===== src/rtl/core/txcw_pkg.sv =====
// ----------------------------------------------------------------------------
// txcw_pkg: shared types and constants for the text console writer
// Character codes, operation codes, register indexes and the command/status
// bundles that join the controller and the datapath.
// ----------------------------------------------------------------------------
`default_nettype none

package txcw_pkg;

    localparam logic [7:0] SPACE_CHAR   = 8'h20;
    localparam logic [7:0] NEWLINE_CHAR = 8'h0A;
    localparam logic [7:0] NUL_CHAR     = 8'h00;

    localparam logic [1:0] FUNC_PUT  = 2'd0;
    localparam logic [1:0] FUNC_READ = 2'd1;
    localparam logic [1:0] FUNC_SET  = 2'd2;

    // register indexes on the config port
    localparam logic CFG_ROWS = 1'b0;
    localparam logic CFG_COLS = 1'b1;

    localparam logic [6:0] ROWS_RESET = 7'd25;
    localparam logic [7:0] COLS_RESET = 8'd80;

    // field widths
    localparam int FUNC_W  = 2;
    localparam int CHAR_W  = 8;
    localparam int TCOL_W  = 7;
    localparam int TROW_W  = 6;
    localparam int OCOL_W  = 7;
    localparam int OROW_W  = 6;
    localparam int OIDX_W  = 13;
    localparam int ROWS_W  = 7;
    localparam int COLS_W  = 8;

    typedef struct packed {
        logic clear_step;   // write one space during the reset sweep
        logic load_in;      // capture the accepted beat
        logic exec;         // evaluate the item, touch the store, move cursor
        logic scroll_step;  // one cell of the scroll copy/fill sweep
        logic finish;       // load the result register
    } cmd_t;

    typedef struct packed {
        logic clear_last;
        logic scroll_req;
        logic scroll_last;
        logic out_free;
    } status_t;

endpackage

`default_nettype wire


===== src/rtl/core/txcw_ctrl.sv =====
// ----------------------------------------------------------------------------
// txcw_ctrl: sequencing state machine
// Steps each item through evaluate, optional scroll sweep and result load;
// runs the store clearing sweep after reset.
// ----------------------------------------------------------------------------
`default_nettype none

module txcw_ctrl (
    input  wire logic             aclk,
    input  wire logic             aresetn,
    input  wire logic             s_tvalid,
    output logic                  s_tready,
    input  wire txcw_pkg::status_t status,
    output txcw_pkg::cmd_t        cmd
);

    localparam logic [2:0] ST_CLEAR  = 3'd0;
    localparam logic [2:0] ST_IDLE   = 3'd1;
    localparam logic [2:0] ST_EXEC   = 3'd2;
    localparam logic [2:0] ST_SCROLL = 3'd3;
    localparam logic [2:0] ST_FINISH = 3'd4;

    logic [2:0] state_reg;
    logic [2:0] state_next;

    always_ff @(posedge aclk) begin
        if (!aresetn) begin
            state_reg <= ST_CLEAR;
        end else begin
            state_reg <= state_next;
        end
    end

    always_comb begin
        state_next = state_reg;
        cmd        = '0;
        s_tready   = 1'b0;
        unique case (state_reg)
            ST_CLEAR: begin
                cmd.clear_step = 1'b1;
                if (status.clear_last) begin
                    state_next = ST_IDLE;
                end
            end
            ST_IDLE: begin
                s_tready = 1'b1;
                if (s_tvalid) begin
                    cmd.load_in = 1'b1;
                    state_next  = ST_EXEC;
                end
            end
            ST_EXEC: begin
                cmd.exec   = 1'b1;
                state_next = status.scroll_req ? ST_SCROLL : ST_FINISH;
            end
            ST_SCROLL: begin
                cmd.scroll_step = 1'b1;
                if (status.scroll_last) begin
                    state_next = ST_FINISH;
                end
            end
            ST_FINISH: begin
                // result goes out and the next beat may come in on the same edge
                if (status.out_free) begin
                    cmd.finish = 1'b1;
                    s_tready   = 1'b1;
                    if (s_tvalid) begin
                        cmd.load_in = 1'b1;
                        state_next  = ST_EXEC;
                    end else begin
                        state_next = ST_IDLE;
                    end
                end
            end
            default: begin
                state_next = ST_CLEAR;
            end
        endcase
    end

endmodule

`default_nettype wire


===== config.mk =====
export PLATFORM = sky130hd
export DESIGN_NAME = txcw_ctrl
export DESIGN_NICKNAME = d
export VERILOG_FILES = /design/src/rtl/core/txcw_pkg.sv /design/src/rtl/core/txcw_ctrl.sv
export SDC_FILE = /design/constraint.sdc
export NUM_CORES = 1
export LEC_CHECK = 0
export BUFFER_PORTS_ARGS = -buffer_cell sky130_fd_sc_hd__buf_4
export CORE_AREA = 2 2 39 41
export CTS_BUF_LIST = sky130_fd_sc_hd__clkbuf_16
export DETAILED_ROUTE_END_ITERATION = 10
export DIE_AREA = 0 0 41 43
export GPL_TIMING_DRIVEN = 1
export MAX_ROUTING_LAYER = met4
export PLACE_DENSITY_LB_ADDON = 0.3
export SLEW_MARGIN = 30
export SYNTH_ARGS = -nofsm -noshare
export SYNTH_HDL_FRONTEND = slang
export SYNTH_SLANG_ARGS = --single-unit

===== constraint.sdc =====
create_clock -name aclk -period 1.3 [get_ports aclk]
set_input_delay 0.065 -clock aclk [delete_from_list [all_inputs] [get_ports aclk]]
set_output_delay 0.065 -clock aclk [all_outputs]
set_load 0.02 [all_outputs]

# [After elaboration in Yosys (flattened, before gate mapping)]
# Index checks and enable logic that the tools add are counted.
# W data, S select, Z words.
[totals] out_inout_bits=6 register_bits=3 inputBits=7
[op_classes] n_eq_ne=8 n_reduce_logical=2 n_mux=16
[ops] operator="$mux W3" count=5
[ops] operator="$pmux W3 S5" count=1
[ops] operator="$ne A2 B2 Y1 const B" count=4
[ops] operator="$mux W1" count=7
[ops] operator="$eq A3 B2 Y1 const B" count=2
[ops] operator="$pmux W1 S2" count=2
[ops] operator="$reduce_and A4 Y1" count=1
[ops] operator="$eq A3 B1 Y1 const B" count=1
[ops] operator="$eq A3 B3 Y1 const B" count=1
[ops] operator="$logic_not A3 Y1" count=1
[ops] operator="$mux W2" count=1

# [Depth between registers and ports, before layout]
[depth] ltp_word=3 ltp_mapped=4

# [Least setup slack after synthesis]
# No wires, ideal clock.
[synth_path] kind="register -> output" from="register state_reg[0]" to="output port cmd[3] in the netlist's numbering" arrival_time_ns=1.104 path_stages_with_launch=4 n_path_buf=0 setup_slack_ns=0.131 path_cell_list="dfxtp_1 -> nand3b_1 -> a21oi_2 -> and2_1"
[synth_lines] item="start: declaration" line="txcw_ctrl.sv:23" rtl="logic [2:0] state_reg;"
[synth_lines] item="start signal: assignment" line="txcw_ctrl.sv:30" rtl="state_reg <= state_next;"
[synth_lines] item="end: declaration" line="txcw_ctrl.sv:14" rtl="output txcw_pkg::cmd_t cmd"

==> results.py <==
metrics = {
    "status": {
        "status": "finished, final reports clean",
    },
    "global_route": {
        "grt_util_all_layers_pct": 10.07,
        "grt_start_max_net_pins": 16,
        "grt_first_pass_wirelength_mm": 1.090,
        "first_global_vias": 277,
        "antenna_found_initial": 0,
        "grt_overflow_total": 0,
    },
    "sta": {
        "max_freq_ghz": 0.7991,
        "finalHoldViolations": 0,
        "setup_slack_ps": 48.59,
        "holdWs_ps": 143.3,
        "rsz0062_at_grt": "no",
        "min_period_ps": 1251,
        "finalSetupViolations": 0,
        "tightestPinTransition_ps": 290.5,
        "setup_tns_ps": 0,
        "skew_ps": 2.265,
        "slew_headroom_pct": 80.52,
        "drv_slew": 0,
        "fin_crit_sh_pct": 96.26,
    },
    "route": {
        "vias_per_cell": 4.418,
        "ant_nets": 0,
        "routed_wirelength_microns": 681,
        "initialDrtViolationCount": 6,
        "wl_per_cell_microns": 10.16,
        "firstDrtPassIters": 4,
        "drc_errors": 0,
        "vias": 296,
    },
    "pwr": {
        "pwr-share-clk_pct": 65.0,
        "power_density_mw_per_mm2": 1551,
        "combPwrFrac_pct": 19.3,
        "swShare_pct": 21.74,
        "p_int_uw": 567.9,
        "power.leakage_nw": 0.2051,
        "power.switching_uw": 157.8,
        "power_uw": 725.6,
        "seqPwrFrac_pct": 15.7,
        "vdd_drop_max_mv": 1.213,
    },
    "cts": {
        "cts_buffer_depth": 2,
        "cts_hold_buffers": 0,
        "cts-root-buf": "clkbuf_16",
        "htreeDepth": 1,
        "clk_pin_slew_worst_paths_ps": 30,
        "tritoncts": "yes",
        "cts_buffers": 3,
        "insertion_delay_ps": 220,
        "clock-sinks": 3,
    },
    "logic_synthesis": {
        "yosysSeqAreaShare_pct": 21.33,
        "synth_top_area_cell": "dfxtp_1",
        "syn_inst": 35,
        "synth_area_sq_um": 281.5,
        "synth_cell_type_count": 21,
        "ys_ff_latch": 3,
        "ys_warn_count": 0,
        "avgSynthCellArea_sq_um": 8.043,
        "synth_area_leaders": "dfxtp_1 21%, buf_6 8.0%, nand3b_1 8.0%, nor3b_1 8.0%, o41ai_2 5.8%",
        "syn_nets": 42,
        "synth_top_area_share_pct": 21.33,
    },
    "floorplan": {
        "num_rows": 14,
        "io_pins": 13,
        "start_util_pct": 20.34,
        "coreArea_sq_mm": 0.001384,
        "die_y_microns": 43,
        "die_area_sq_mm": 0.001763,
        "die_x_microns": 41,
    },
    "worst_setup_path": {
        "path_class": "reg -> out",
        "cp_max_fo": 11,
        "worstPathRequired_ps": 1240,
        "start_kind": "register",
        "end_kind": "output port",
        "cp.arrival_ps": 1190,
    },
    "cells_and_area": {
        "instances_no_fill": 67,
        "drive_gt1_share_pct": 45.10,
        "post-route-util_pct": 33.82,
        "fillers": 159,
        "diodes": 0,
        "final_nets": 59,
        "syn2layout_area_growth_pct": 66.22,
        "stdcell_area_sq_um": 467.9,
        "largest_reg_flops": 3,
    },
    "placement": {
        "place_inst": 62,
        "dpl_cell_area_sq_um": 376.6,
        "pre_cts_slack_ps": 145.7,
        "dp_hpwl_microns": 505,
        "routabilityCongestion": 0.7544,
        "io_buffers": 12,
    },
    "flow_run": {
        "maxCapViolCount": 0,
    },
    "worst_hold_path": {
        "hp-class": "in -> reg",
    },
}
cell usage after synthesis, drive strengths merged:
| library cell | number |
|---|---|
| nor3b | 3 |
| nand3b | 3 |
| o21bai | 1 |
| nor3 | 1 |
| a21oi | 4 |
| buf | 2 |
| inv | 3 |
| nor2 | 2 |
| o2111ai | 1 |
| dfxtp | 3 |
| nand2b | 2 |
| a21o | 1 |
| nand2 | 1 |
| o41ai | 1 |
| and2 | 3 |
| a211oi | 1 |
| and2b | 1 |
| nand4b | 1 |
| nand3 | 1 |
power groups by stage:
stage	clock (mW)	sequential, mW	combinational, mW
after detailed placement	0	0.115	0.140
after global placement	0	0.115	0.140
final	0.472	0.114	0.140
after floorplan	0	0.113	0.0897
after CTS	0.483	0.116	0.141
after global routing	0.491	0.116	0.153
critical path: stages, from the launching register on:
cell and delay [ps]:
dfxtp_4 380, and2b_2 250, and2_2 190, buf_4 150
logic make-up (layout without fill, tap and decap cells):
kind of cell / after synthesis / in the layout / share of synthesized area [%]
simple gates: 18 / 18 / 41.33
flops: 3 / 3 / 21.33
compound gates: 9 / 9 / 25.34
buf+inv: 5 / 21 / 12.00
final timing paths:
check	endpoint	startpoint	cells after the start	slack, ps
hold / removal	state_reg[0]$_SDFFE_PN0P_	aresetn	3	140
setup / recovery	cmd[1]	state_reg[2]$_SDFFE_PN0P_	3	50
setup reg to reg	state_reg[0]$_SDFFE_PN0P_	state_reg[1]$_SDFFE_PN0P_	4	280
hold reg to reg	state_reg[0]$_SDFFE_PN0P_	state_reg[0]$_SDFFE_PN0P_	1	520
area by class of cell:
class                   count  area (sq um)  share of cell area [%]
clock inverters             1         3.754                  0.8021
clock buffers               3         75.07                   16.04
inverters                   3         11.26                   2.406
well taps                  16         20.02                   4.278
flip-flops and latches      3         65.06                   13.90
multi-input cells          27         187.7                   40.11
repair buffers             14         105.1                   22.46
timing repair:
item,CTS,global route
endpoints found under the setup margin,2,2
buffers inserted,1,0
cloned,0,0
pin swaps,0,1
resized for setup,2,1
cell usage in the layout, fill, tap and decap left out:
cell type  netlist  layout
buf_4            0      14
inv_1            3       4
nor3b_1          3       3
nand3b_1         3       3
a21oi_1          3       3
clkbuf_16        0       3
nand2b_1         2       2
and2_1           2       2
nor2_1           2       2
and2b_2          1       1
and2_2           1       1
nor3_1           1       1
a21oi_2          1       1
nand4b_1         1       1
a21o_1           1       1
nand2_1          1       1
o21bai_1         1       1
nand3_1          1       1
a211oi_1         1       1
o2111ai_1        1       1
o41ai_2          1       1
dfxtp_2          0       1
dfxtp_1          3       1
dfxtp_4          0       1
routing by layer:
metal | part of all wire [%] | vias to the layer above | GRT usage [%]
met3 | 6.8 | 0 | 7.853
li1 | - | 157 | -
met4 | 0 | 0 | 4.000
met1 | 48 | 130 | 10.26
met5 | 0 | - | -
met2 | 45 | 9 | 14.06
Note: power is estimated with default switching activity, not from simulation.
